$ cat src/tccs_pkg.sv
// tccs_pkg: shared constants, transaction types and sequencer states for the
// text console cursor and scroll unit
// no dependencies
`default_nettype none

package tccs_pkg;

    localparam int TCCS_COLUMNS = 80;
    localparam int TCCS_ROWS    = 25;

    localparam int OPCODE_W = 2;
    localparam int CHAR_W   = 8;
    localparam int INDEX_W  = 11;
    localparam int ROW_W    = 5;
    localparam int COL_W    = 7;
    localparam int POS_W    = 11;
    localparam int CELL_W   = 16;
    localparam int ATTR_W   = 8;

    localparam logic [ATTR_W-1:0] ATTR_RESET = 8'd7;
    localparam logic [CHAR_W-1:0] NEWLINE_CODE = 8'd10;
    localparam logic [CHAR_W-1:0] BLANK_CODE   = 8'd32;

    localparam logic [OPCODE_W-1:0] OP_PUT  = 2'd0;
    localparam logic [OPCODE_W-1:0] OP_BACK = 2'd1;
    localparam logic [OPCODE_W-1:0] OP_INIT = 2'd2;
    localparam logic [OPCODE_W-1:0] OP_READ = 2'd3;

    typedef struct packed {
        logic [OPCODE_W-1:0] opcode;
        logic [CHAR_W-1:0]   char_code;
        logic [INDEX_W-1:0]  cell_index;
    } in_t;

    typedef struct packed {
        logic [ROW_W-1:0]  cursor_row;
        logic [COL_W-1:0]  cursor_col;
        logic [POS_W-1:0]  cursor_position;
        logic [CELL_W-1:0] read_data;
    } out_t;

    typedef enum logic [2:0] {
        ST_IDLE,
        ST_EXEC,
        ST_SCROLL_RD,
        ST_SCROLL_WR,
        ST_FILL,
        ST_FINISH
    } state_t;

endpackage

`default_nettype wire

$ cat src/tccs_seq.sv
// tccs_seq: sequencer with cursor registers and the shared scan counter that
// walks the screen for scroll and clear
// depends on tccs_pkg; drives tccs_screen_ram
`default_nettype none

module tccs_seq #(
    parameter int COLUMNS = tccs_pkg::TCCS_COLUMNS,
    parameter int ROWS    = tccs_pkg::TCCS_ROWS,
    parameter int AW      = $clog2(ROWS * COLUMNS)
) (
    input  wire logic                        clk,
    input  wire logic                        rst_n,
    input  wire logic                        start,
    input  wire tccs_pkg::in_t               in_item,
    input  wire logic [tccs_pkg::ATTR_W-1:0] attr,
    input  wire logic                        take,
    output logic                             idle,
    output logic                             done,
    output tccs_pkg::out_t                   result,
    output logic                             ram_we,
    output logic      [AW-1:0]               ram_waddr,
    output logic      [tccs_pkg::CELL_W-1:0] ram_wdata,
    output logic                             ram_re,
    output logic      [AW-1:0]               ram_raddr,
    input  wire logic [tccs_pkg::CELL_W-1:0] ram_rdata
);
    import tccs_pkg::*;

    localparam int CELLS = ROWS * COLUMNS;
    localparam int CW    = $clog2(COLUMNS);
    localparam int RW    = $clog2(ROWS);

    localparam logic [CW-1:0] COL_LAST  = CW'(COLUMNS - 1);
    localparam logic [RW-1:0] ROW_LAST  = RW'(ROWS - 1);
    localparam logic [AW-1:0] COLS_A    = AW'(COLUMNS);
    localparam logic [AW-1:0] COPY_LAST = AW'((ROWS - 1) * COLUMNS - 1);
    localparam logic [AW-1:0] CELL_LAST = AW'(CELLS - 1);

    state_t state_reg, state_next;
    logic [RW-1:0] row_reg, row_next;
    logic [CW-1:0] col_reg, col_next;
    logic [AW-1:0] pos_reg, pos_next;
    logic [AW-1:0] base_reg, base_next;
    logic [AW-1:0] scan_reg, scan_next;

    logic [OPCODE_W-1:0] op_reg;
    logic [CHAR_W-1:0]   ch_reg;
    logic [INDEX_W-1:0]  idx_reg;
    logic                read_ok_reg;

    logic is_newline;
    logic line_end;
    logic needs_scroll;
    logic back_ok;
    logic read_in_range;

    assign is_newline    = (ch_reg == NEWLINE_CODE);
    assign line_end      = is_newline || (col_reg == COL_LAST);
    assign needs_scroll  = (op_reg == OP_PUT) && line_end && (row_reg == ROW_LAST);
    assign back_ok       = (row_reg != '0) || (col_reg != '0);
    assign read_in_range = (32'(idx_reg) < 32'(CELLS));

    always_ff @(posedge clk or negedge rst_n)
    begin
        if (!rst_n)
        begin
            state_reg <= ST_IDLE;
            row_reg   <= '0;
            col_reg   <= '0;
            pos_reg   <= '0;
            base_reg  <= '0;
            scan_reg  <= '0;
        end
        else
        begin
            state_reg <= state_next;
            row_reg   <= row_next;
            col_reg   <= col_next;
            pos_reg   <= pos_next;
            base_reg  <= base_next;
            scan_reg  <= scan_next;
        end
    end

    always_ff @(posedge clk)
    begin
        if (start)
        begin
            op_reg  <= in_item.opcode;
            ch_reg  <= in_item.char_code;
            idx_reg <= in_item.cell_index;
        end
        if (state_reg == ST_EXEC)
        begin
            read_ok_reg <= (op_reg == OP_READ) && read_in_range;
        end
    end

    // cursor and scan counter
    always_comb
    begin
        row_next  = row_reg;
        col_next  = col_reg;
        pos_next  = pos_reg;
        base_next = base_reg;
        scan_next = scan_reg;
        case (state_reg)
            ST_EXEC:
            begin
                scan_next = '0;
                case (op_reg)
                    OP_PUT:
                    begin
                        if (line_end)
                        begin
                            col_next = '0;
                            if (row_reg == ROW_LAST)
                            begin
                                pos_next = base_reg;
                            end
                            else
                            begin
                                row_next  = row_reg + 1'b1;
                                base_next = base_reg + COLS_A;
                                pos_next  = base_reg + COLS_A;
                            end
                        end
                        else
                        begin
                            col_next = col_reg + 1'b1;
                            pos_next = pos_reg + 1'b1;
                        end
                    end
                    OP_BACK:
                    begin
                        if (back_ok)
                        begin
                            pos_next = pos_reg - 1'b1;
                            if (col_reg != '0)
                            begin
                                col_next = col_reg - 1'b1;
                            end
                            else
                            begin
                                row_next  = row_reg - 1'b1;
                                col_next  = COL_LAST;
                                base_next = base_reg - COLS_A;
                            end
                        end
                    end
                    OP_INIT:
                    begin
                        row_next  = '0;
                        col_next  = '0;
                        pos_next  = '0;
                        base_next = '0;
                    end
                    default:
                    begin
                    end
                endcase
            end
            ST_SCROLL_WR, ST_FILL:
            begin
                scan_next = scan_reg + 1'b1;
            end
            default:
            begin
            end
        endcase
    end

    // next state
    always_comb
    begin
        state_next = state_reg;
        case (state_reg)
            ST_IDLE:
            begin
                if (start)
                begin
                    state_next = ST_EXEC;
                end
            end
            ST_EXEC:
            begin
                if (needs_scroll)
                begin
                    state_next = ST_SCROLL_RD;
                end
                else if (op_reg == OP_INIT)
                begin
                    state_next = ST_FILL;
                end
                else
                begin
                    state_next = ST_FINISH;
                end
            end
            ST_SCROLL_RD:
            begin
                state_next = ST_SCROLL_WR;
            end
            ST_SCROLL_WR:
            begin
                state_next = (scan_reg == COPY_LAST) ? ST_FILL : ST_SCROLL_RD;
            end
            ST_FILL:
            begin
                if (scan_reg == CELL_LAST)
                begin
                    state_next = ST_FINISH;
                end
            end
            ST_FINISH:
            begin
                if (take)
                begin
                    state_next = ST_IDLE;
                end
            end
            default:
            begin
                state_next = ST_IDLE;
            end
        endcase
    end

    // memory port and status outputs
    always_comb
    begin
        idle      = (state_reg == ST_IDLE);
        done      = (state_reg == ST_FINISH);
        ram_we    = 1'b0;
        ram_waddr = scan_reg;
        ram_wdata = {attr, BLANK_CODE};
        ram_re    = 1'b0;
        ram_raddr = AW'(idx_reg);
        case (state_reg)
            ST_EXEC:
            begin
                case (op_reg)
                    OP_PUT:
                    begin
                        ram_we    = !is_newline;
                        ram_waddr = pos_reg;
                        ram_wdata = {attr, ch_reg};
                    end
                    OP_BACK:
                    begin
                        ram_we    = back_ok;
                        ram_waddr = pos_reg - 1'b1;
                    end
                    OP_READ:
                    begin
                        ram_re = read_in_range;
                    end
                    default:
                    begin
                    end
                endcase
            end
            ST_SCROLL_RD:
            begin
                ram_re    = 1'b1;
                ram_raddr = scan_reg + COLS_A;
            end
            ST_SCROLL_WR:
            begin
                ram_we    = 1'b1;
                ram_wdata = ram_rdata;
            end
            ST_FILL:
            begin
                ram_we = 1'b1;
            end
            default:
            begin
            end
        endcase
    end

    assign result.cursor_row      = ROW_W'(32'(row_reg));
    assign result.cursor_col      = COL_W'(32'(col_reg));
    assign result.cursor_position = POS_W'(32'(pos_reg));
    assign result.read_data       = read_ok_reg ? ram_rdata : '0;

endmodule

`default_nettype wire

$ cat config.mk
export PLATFORM = sky130hd
export DESIGN_NAME = tccs_seq
export DESIGN_NICKNAME = d
export VERILOG_FILES = /design/src/tccs_pkg.sv /design/src/tccs_seq.sv
export SDC_FILE = /design/constraint.sdc
export NUM_CORES = 1
export LEC_CHECK = 0
export BUFFER_PORTS_ARGS = -buffer_cell sky130_fd_sc_hd__buf_2
export CAP_MARGIN = 40
export CORE_MARGIN = 2
export CORE_UTILIZATION = 45
export CTS_BUF_LIST = sky130_fd_sc_hd__clkbuf_8
export DETAILED_ROUTE_END_ITERATION = 10
export PLACE_DENSITY_LB_ADDON = 0.1
export SLEW_MARGIN = 40
export SYNTH_ARGS = -nofsm -noshare
export SYNTH_HDL_FRONTEND = slang
export SYNTH_SLANG_ARGS = --single-unit
$ cat constraint.sdc
create_clock -name clk -period 3 [get_ports clk]
set_input_delay 0.3 -clock clk [delete_from_list [all_inputs] [get_ports clk]]
set_output_delay 0.3 -clock clk [all_outputs]
set_load 0.02 [all_outputs]
==> results.tsv, run 1 <==
stage	metric	value	unit
run_status	status	finished clean	
clocking	cts_buffer_depth	2	
power	ir_drop	0.403	mV
cells_and_area	mostFrequentLayoutCell	buf_2	
timing	final_max_slew_viol_count	0	
timing	worst_slack	0.124	ns
timing	worst_pin_slew	0.793	ns
clocking	tritoncts	done	
logic_synthesis	synth_nets	651	
critical_path	r2r-end	base_reg[10]	
cells_and_area	multi_input_area	0.00292	mm2
timing	relSlewSlack	0.472	
logic_synthesis	synthCells	585	
flow_run	maxCapViolCount	0	
die	start_util	0.459	
die	core	0.0107	mm2
placement	gp_congestion	0.882	
placement	dp.final_hpwl	10400	um
drt	vias	4832	
cells_and_area	final_core_util	0.550	
die	die_height	109	um
cells_and_area	syn2layout_area_growth	20.0	%
logic_synthesis	synth_cell_type_count	64	
cells_and_area	fillers	1033	
logic_synthesis	avgSynthCellArea	8.42	um2
global_routing	grt_usage	0.245	
drt	drt_pass1_iterations	4	
placement	place_ws	0.357	ns
critical_path	worst_r2r_path_depth	8	
critical_path	crit_type	reg -> out	
drt	drc	0	
placement	port_buffers	129	
critical_path	crit_path_cell_trace	inv_1 > ha_2 > or3b_4 > or4_4 > nor4_2 > o22ai_1 > a21o_1 > buf_2	
timing	fin_crit_sh	0.959	
critical_path	cp_slowest_cell	or4_4	
timing	whs	0.110	ns
power	leakage	2.70	nW
cells_and_area	mostFrequentLayoutCells	128 x buf_2, 73 x nand2_1, 53 x o21ai_0	
drt	ant_nets	0	
die	boundaryPins	130	
cells_and_area	register_area	0.00176	mm2
critical_path	r2r-start	col_reg[1]	
logic_synthesis	synth_edf_count	22	
critical_path	setup.worst_path.start_class	flip-flop	
cells_and_area	diodes	0	
global_routing	busiest_layer	met2	
global_routing	overflow	0	
global_routing	grtUsageMet2	0.365	
logic_synthesis	synth_ff_type	dfrtp_1	
global_routing	grt_pass1_wl	22600	um
timing	rsz0062_at_grt	no	
timing	period_needed	2.88	ns
clocking	worstSkewPairLatency	0.36	ns
clocking	cts_inserted_buffers	9	
critical_path	cp_top_family	simple AND/OR/NAND/NOR gates	
drt	routed_wl	14300	um
logic_synthesis	yosys_register_bits	66	
die	rows	38	
global_routing	grt.met3_usage	0.0329	
drt	routed_via_density	5.75	
timing	fmax	348	MHz
global_routing	met1_usage	0.365	
clocking	htreeDepth	3	
die	dieWidth	109	um
critical_path	critPathMaxStageDelay	0.46	ns
timing	setup_viol	0	
drt	drt_iter0_drc	326	
critical_path	path_buf_inv	2	
logic_synthesis	synth-async-reset-ratio	0.667	
die	die-area	0.0118	mm2
critical_path	cp_num_cells	8	
critical_path	arrival	2.58	ns
critical_path	crit_start	col_reg[1]	
timing	finClkSkew	0.0122	ns
global_routing	antenna_found_initial	0	
power	p_per_area	856	mW/mm2
critical_path	r2r_setup_slack	0.34	ns
critical_path	end_kind	primary output	
timing	hold_viol	0	
global_routing	grt_max_degree	45	
logic_synthesis	yosysWarningCount	0	
cells_and_area	drive_above_1_share	0.275	
logic_synthesis	syn_area	0.00493	mm2
timing	tns	0	ns
clocking	clock_sinks	66	
logic_synthesis	ys_seq_area_frac	0.357	
critical_path	path_max_fanout	5	
clocking	cts-root-buf	clkbuf_8	
global_routing	first_global_vias	4419	
clocking	clk_pin_slew	0.08	ns
min_path	hold_class	in -> reg	
drt	route.detailed.wl_per_inst	17.0	um
critical_path	cp.required	2.70	ns
cells_and_area	final_nets	762	
critical_path	endpoint	ram_we	
-- how the worst min path moves through the flow --
stage | startpoint | end | slack (ns) | cells after the start
finish | in_item[20] | op_reg[1] | 0.11 | 1
global route | in_item[12] | ch_reg[1] | 0.10 | 1
floorplan | rst_n | base_reg[10] | 0.004 | 0
global placement | in_item[18] | ch_reg[7] | 0.48 | 1
CTS | in_item[20] | op_reg[1] | 0.10 | 1
detailed placement | rst_n | pos_reg[0] | 0.36 | 1
-- power by group --
group | internal, W | total, W | switching [W]
clock | 0.000374 | 0.000736 | 0.000363
sequential | 0.00118 | 0.00165 | 0.000467
combinational | 0.00108 | 0.00268 | 0.00160
-- worst reg2reg max path, stage by stage (launching register included) --
cell	delay, ns
dfrtp_1	0.39
inv_1	0.09
ha_2	0.19
or3b_4	0.41
or4_4	0.46
buf_4	0.19
a221oi_4	0.45
o21ai_1	0.12
a22o_1	0.24
-- per-stage QoR --
stage          instances  instance area [um2]  power (W)
3_3_place_gp         820                 5650    0.00415
5_1_grt              841                 5910    0.00544
6_report             841                 5910    0.00506
3_5_place_dp         820                 5660    0.00421
4_1_cts              840                 5880    0.00500
2_1_floorplan        585                 4930    0.00345
-- layout make-up --
cell class / instances / share of cell area
Clock inverter: 7 / 0.0104
Clock buffer: 9 / 0.0209
Sequential cell: 66 / 0.298
Inverter: 23 / 0.0146
Timing Repair Buffer: 147 / 0.133
Tap cell: 140 / 0.0296
Multi-Input combinational cell: 449 / 0.493
-- Yosys cell counts, types with 4 or more instances --
| cell | instances | area share |
|---|---|---|
| nand2_1 | 73 | 0.056 |
| o21ai_0 | 55 | 0.056 |
| dfrtp_1 | 44 | 0.22 |
| clkbuf_1 | 40 | 0.030 |
| nor2_1 | 36 | 0.027 |
| a21oi_1 | 34 | 0.035 |
| inv_1 | 23 | 0.018 |
| and2_1 | 22 | 0.028 |
| edfxtp_1 | 22 | 0.13 |
| ha_1 | 16 | 0.041 |
| mux2_2 | 13 | 0.030 |
| xnor2_1 | 13 | 0.023 |
| a22o_1 | 12 | 0.021 |
| nor3_1 | 12 | 0.012 |
| xor2_1 | 12 | 0.021 |
| o22ai_1 | 11 | 0.014 |
| nand3_1 | 10 | 0.010 |
| a22oi_1 | 9 | 0.014 |
| and3_1 | 8 | 0.010 |
| mux2i_1 | 8 | 0.016 |
| nand4_1 | 8 | 0.010 |
| o211ai_1 | 8 | 0.012 |
| a21o_1 | 6 | 0.0091 |
| nor4_1 | 6 | 0.0076 |
| o31ai_1 | 6 | 0.0091 |
| nand2b_1 | 5 | 0.0063 |
| a211o_1 | 4 | 0.0071 |
| a31oi_1 | 4 | 0.0051 |
-- logic make-up after synthesis --
| kind of cell | count (synthesis) | synth area share |
|---|---|---|
| adders and majority gates | 17 | 0.0447 |
| buffers and inverters | 70 | 0.0571 |
| DFF | 66 | 0.357 |
| muxes | 21 | 0.0460 |
| and+or+nand+nor | 204 | 0.206 |
| xor gates and xnor gates | 25 | 0.0444 |
| AOI/OAI and AO/OA | 182 | 0.245 |
-- timing repair --
action                     4_1_cts  5_1_grt
hold endpoints to repair        44        0
setup buffers                    3        1
pin swaps                        1        1
resized for setup                1        9
setup endpoints to repair        1        5
hold buffers                     1        0
-- layer usage --
layer | share of wire | vias up | routed length, um
li1 | - | 2353 | -
met1 | 0.46 | 2302 | 6610
met2 | 0.46 | 156 | 6590
met3 | 0.057 | 21 | 816
met4 | 0.017 | 0 | 245
met5 | 0 | - | 0
Power figures use the tool's default switching activity.
==> inputs of run 2 (changes only) <==
- clock period: 3 -> 2.47 ns (I/O delays scaled with it)
==> results.tsv, run 2 (synthesized netlist as in run 1, its figures left out) <==
stage	metric	value	unit
cells_and_area	drive_above_1_share	0.367	
timing	rsz0062_at_grt	yes	
timing	relSlewSlack	0.469	
timing	finClkSkew	0.0144	ns
drt	route.detailed.wl_per_inst	17.8	um
timing	worst_slack	-0.177	ns
flow_run	maxCapViolCount	0	
placement	dpl-instance-area	0.00592	mm2
die	rows	38	
cells_and_area	final_nets	810	
critical_path	arrival	2.88	ns
drt	drt_iter0_drc	514	
clocking	worstSkewPairLatency	0.36	ns
drt	ant_nets	0	
run_status	status	finished with violations	
drt	drt_pass1_iterations	5	
min_path	hold_class	in -> reg	
global_routing	first_global_vias	4816	
cells_and_area	mostFrequentLayoutCell	buf_2	
clocking	htreeDepth	3	
drt	routed_wl	15800	um
critical_path	path_max_fanout	7	
timing	period_needed	2.65	ns
timing	final_max_slew_viol_count	0	
die	die-area	0.0118	mm2
die	die_height	109	um
die	boundaryPins	130	
timing	worst_pin_slew	0.796	ns
critical_path	setup.worst_path.start_class	flip-flop	
cells_and_area	mostFrequentLayoutCells	121 x buf_2, 71 x nand2_1, 68 x buf_4	
power	leakage	3.01	nW
die	dieWidth	109	um
critical_path	end_kind	flip-flop	
power	ir_drop	0.556	mV
drt	routed_via_density	5.85	
global_routing	grt_usage	0.259	
die	core	0.0107	mm2
global_routing	grt_max_degree	26	
critical_path	cp.required	2.71	ns
drt	drc	0	
clocking	cts_inserted_buffers	9	
clocking	clock_sinks	66	
placement	gp_congestion	0.880	
timing	fmax	378	MHz
timing	setup_viol	16	
cells_and_area	design_area	0.00655	mm2
critical_path	crit_type	reg -> reg	
run_status	violations	negative setup slack	
cells_and_area	final_cells	889	
cells_and_area	syn2layout_area_growth	32.9	%
clocking	cts_buffer_depth	2	
cells_and_area	diodes	0	
clocking	cts-root-buf	clkbuf_8	
global_routing	grt_pass1_wl	24200	um
clocking	tritoncts	done	
power	p_per_area	1100	mW/mm2
placement	port_buffers	129	
clocking	clk_pin_slew	0.08	ns
global_routing	antenna_found_initial	0	
placement	dp.final_hpwl	11300	um
drt	vias	5197	
timing	hold_viol	0	
timing	fin_crit_sh	1.07	
global_routing	overflow	0	
die	start_util	0.459	
placement	dp.cells	855	
==> run 2: changes by cell type in the layout (fill, tap and decap cells not counted), sizes merged <==
cell      delta
buf         +48
bufinv       +2
clkinv       -1
clkinvlp     -1
==> run 2: worst max-delay path: stages, from the launching register on <==
cell and delay (ns):
dfrtp_2 0.41, inv_2 0.08, ha_4 0.13, or3b_4 0.38
or4_4 0.47, buf_4 0.17, buf_6 0.12, a221o_2 0.46
buf_4 0.16, nand2_1 0.07, nand3_1 0.08
==> run 2: worst paths after layout <==
kind	slack [ns]	to	cells past startpoint	from
hold / removal	0.06	ch_reg[2]	1	in_item[13]
max in group asynchronous	1.41	state_reg[0]	3	rst_n
setup / recovery	-0.18	base_reg[7]	10	col_reg[1]
min in group asynchronous	0.43	col_reg[2]	2	rst_n
setup reg to reg	-0.18	base_reg[7]	10	col_reg[1]
hold reg to reg	0.56	scan_reg[0]	1	scan_reg[0]
==> run 2: report_power, final <==
part	switching [W]	internal, W
logic	0.00236	0.00180
registers	0.000480	0.00144
clock network	0.000479	0.000671
total	0.00332	0.00391
==> run 2: repair_timing <==
action | in CTS | in global routing
setup buffers | 7 | 10
hold buffers | 1 | 0
pin swaps | 16 | 22
hold endpoints to repair | 23 | 0
resized for setup | 37 | 27
setup endpoints to repair | 12 | 39
==> run 2: final cells by class <==
type	count	area (um2)
clock buffers	9	124
clock inverters	7	116
fillers	987	4200
inverters	23	86.3
multi-input cells	449	3100
flip-flops and latches	66	1770
well taps	140	175
repair buffers	195	1180
==> run 2: through the flow <==
| step | hold WS [ns] | setup TNS [ns] | total power (W) | setup slack [ns] | util |
|---|---|---|---|---|---|
| floorplan | -0.0486 | -0.0483 | 0.00420 | -0.0483 | - |
| global placement | 0.306 | 0 | 0.00533 | 0.0550 | 0.551 |
| detailed placement | 0.304 | 0 | 0.00542 | 0.0125 | 0.551 |
| CTS | 0.0480 | -1.23 | 0.00690 | -0.266 | 0.592 |
| global route | 0.0445 | -2.62 | 0.00767 | -0.249 | 0.609 |
| finish | 0.0553 | -1.64 | 0.00722 | -0.177 | 0.609 |
==> run 2: per-layer routing <==
| layer | vias up | wire length, um | global-route usage |
|---|---|---|---|
| met3 | 27 | 742 | 0.0311 |
| met4 | 0 | 235 | 0.0916 |
| met5 | - | 0 | 0 |
| met2 | 171 | 7540 | 0.405 |
| li1 | 2450 | - | - |
| met1 | 2549 | 7270 | 0.371 |
==> inputs of run 3 (changes only) <==
- clock period: 2.47 -> 2.3 ns (I/O delays scaled with it)
==> results.tsv, run 3 (synthesized netlist as in run 1, its figures left out) <==
stage	metric	value	unit
placement	dp.final_hpwl	11100	um
timing	whs	0.0282	ns
clocking	htreeDepth	3	
critical_path	cp_top_family	simple AND/OR/NAND/NOR gates	
drt	routed_via_density	5.79	
die	rows	38	
timing	finClkSkew	0.0103	ns
drt	drc	0	
clocking	clock_sinks	66	
drt	routed_wl	15600	um
timing	setup_viol	20	
drt	route.detailed.wl_per_inst	17.3	um
min_path	hold_class	in -> reg	
power	power	0.00814	W
cells_and_area	syn2layout_area_growth	39.8	%
clocking	cts-root-buf	clkbuf_8	
placement	gp_congestion	0.840	
critical_path	critPathMaxStageDelay	0.49	ns
clocking	clk_pin_slew	0.08	ns
power	p_per_area	1180	mW/mm2
clocking	cts_inserted_buffers	9	
timing	hold_viol	0	
min_path	worstHoldStart	in_item[2]	
global_routing	grt_pass1_wl	23600	um
die	core	0.0107	mm2
timing	final_max_slew_viol_count	0	
drt	drt_iter0_drc	355	
cells_and_area	mostFrequentLayoutCells	121 x buf_2, 71 x nand2_1, 66 x buf_4	
critical_path	crit_type	reg -> out	
global_routing	first_global_vias	4726	
critical_path	arrival	2.48	ns
global_routing	grt_max_degree	23	
placement	dpl-instance-area	0.00605	mm2
drt	ant_nets	0	
die	start_util	0.459	
placement	port_buffers	129	
cells_and_area	diodes	0	
cells_and_area	design_area	0.00689	mm2
clocking	tritoncts	done	
clocking	cts_buffer_depth	2	
timing	fin_crit_sh	1.18	
die	dieWidth	109	um
critical_path	crit_start	col_reg[0]	
placement	place_ws	-0.129	ns
flow_run	maxCapViolCount	0	
critical_path	crit_path_cell_trace	inv_2 > ha_4 > or3b_4 > or4_4 > nor4_4 > o22ai_1 > a21o_1 > buf_6	
placement	dp.cells	864	
global_routing	antenna_found_initial	0	
timing	period_needed	2.71	ns
timing	worst_pin_slew	0.485	ns
global_routing	grt_usage	0.257	
timing	rsz0062_at_grt	yes	
die	boundaryPins	130	
critical_path	path_max_fanout	2	
cells_and_area	drive_above_1_share	0.408	
power	ir_drop	0.703	mV
die	die_height	109	um
run_status	violations	negative setup slack	
critical_path	path_buf_inv	2	
critical_path	setup.worst_path.start_class	flip-flop	
die	die-area	0.0118	mm2
cells_and_area	final_cells	903	
critical_path	cp_slowest_cell	or4_4	
drt	drt_pass1_iterations	7	
timing	fmax	369	MHz
critical_path	cp.required	2.07	ns
timing	worst_slack	-0.413	ns
critical_path	end_kind	primary output	
timing	relSlewSlack	0.674	
critical_path	r2r-start	col_reg[0]	
power	leakage	3.14	nW
cells_and_area	mostFrequentLayoutCell	buf_2	
run_status	status	finished with violations	
clocking	worstSkewPairLatency	0.37	ns
cells_and_area	final_nets	824	
drt	vias	5229	
global_routing	overflow	0	
cells_and_area	fillers	923	
## run 3: path summary, 6_finish.rpt
kind | endpoint | slack, ns | cells past startpoint
min reg2reg | scan_reg[0] | 0.57 | 1
max | ram_we | -0.41 | 8
min in group asynchronous | col_reg[0] | 0.32 | 2
max in group asynchronous | base_reg[4] | 1.37 | 3
max reg2reg | base_reg[5] | -0.21 | 8
min | idx_reg[2] | 0.03 | 1
## run 3: area by class of cell
type	instances	area, um2	share of cell area
Multi-Input combinational cell	449	3260	0.473
Clock buffer	9	124	0.0180
Timing Repair Buffer	209	1360	0.197
Sequential cell	66	1770	0.256
Inverter	23	86.3	0.0125
Tap cell	140	175	0.0254
Clock inverter	7	119	0.0173
## run 3: per-stage QoR
step	utilization	TNS [ns]
after floorplan	-	-0.595
after global placement	0.563	-0.164
after detailed placement	0.563	-0.410
after CTS	0.614	-4.21
after global routing	0.641	-4.38
final	0.641	-2.98
## run 3: routing by layer
metal	up-vias	GRT usage	wire length (um)
met5	-	0	0
met3	32	0.0484	1100
li1	2472	-	-
met1	2500	0.368	6860
met4	0	0.112	296
met2	225	0.378	7320
## run 3: report_power, final
group	switching [W]	total, W	internal [W]
Clock	0.000506	0.00123	0.000719
Sequential	0.000433	0.00198	0.00154
Combinational	0.00277	0.00493	0.00217
Total	0.00370	0.00814	0.00443
## run 3: timing repair
item / 4_1_cts / 5_1_grt
gates resized for setup: 55 / 56
setup buffers: 12 / 7
endpoints found under the setup margin: 19 / 58
endpoints found under the hold margin: 14 / 0
hold buffers: 1 / 0
pin swaps: 19 / 17
gates cloned: 0 / 3
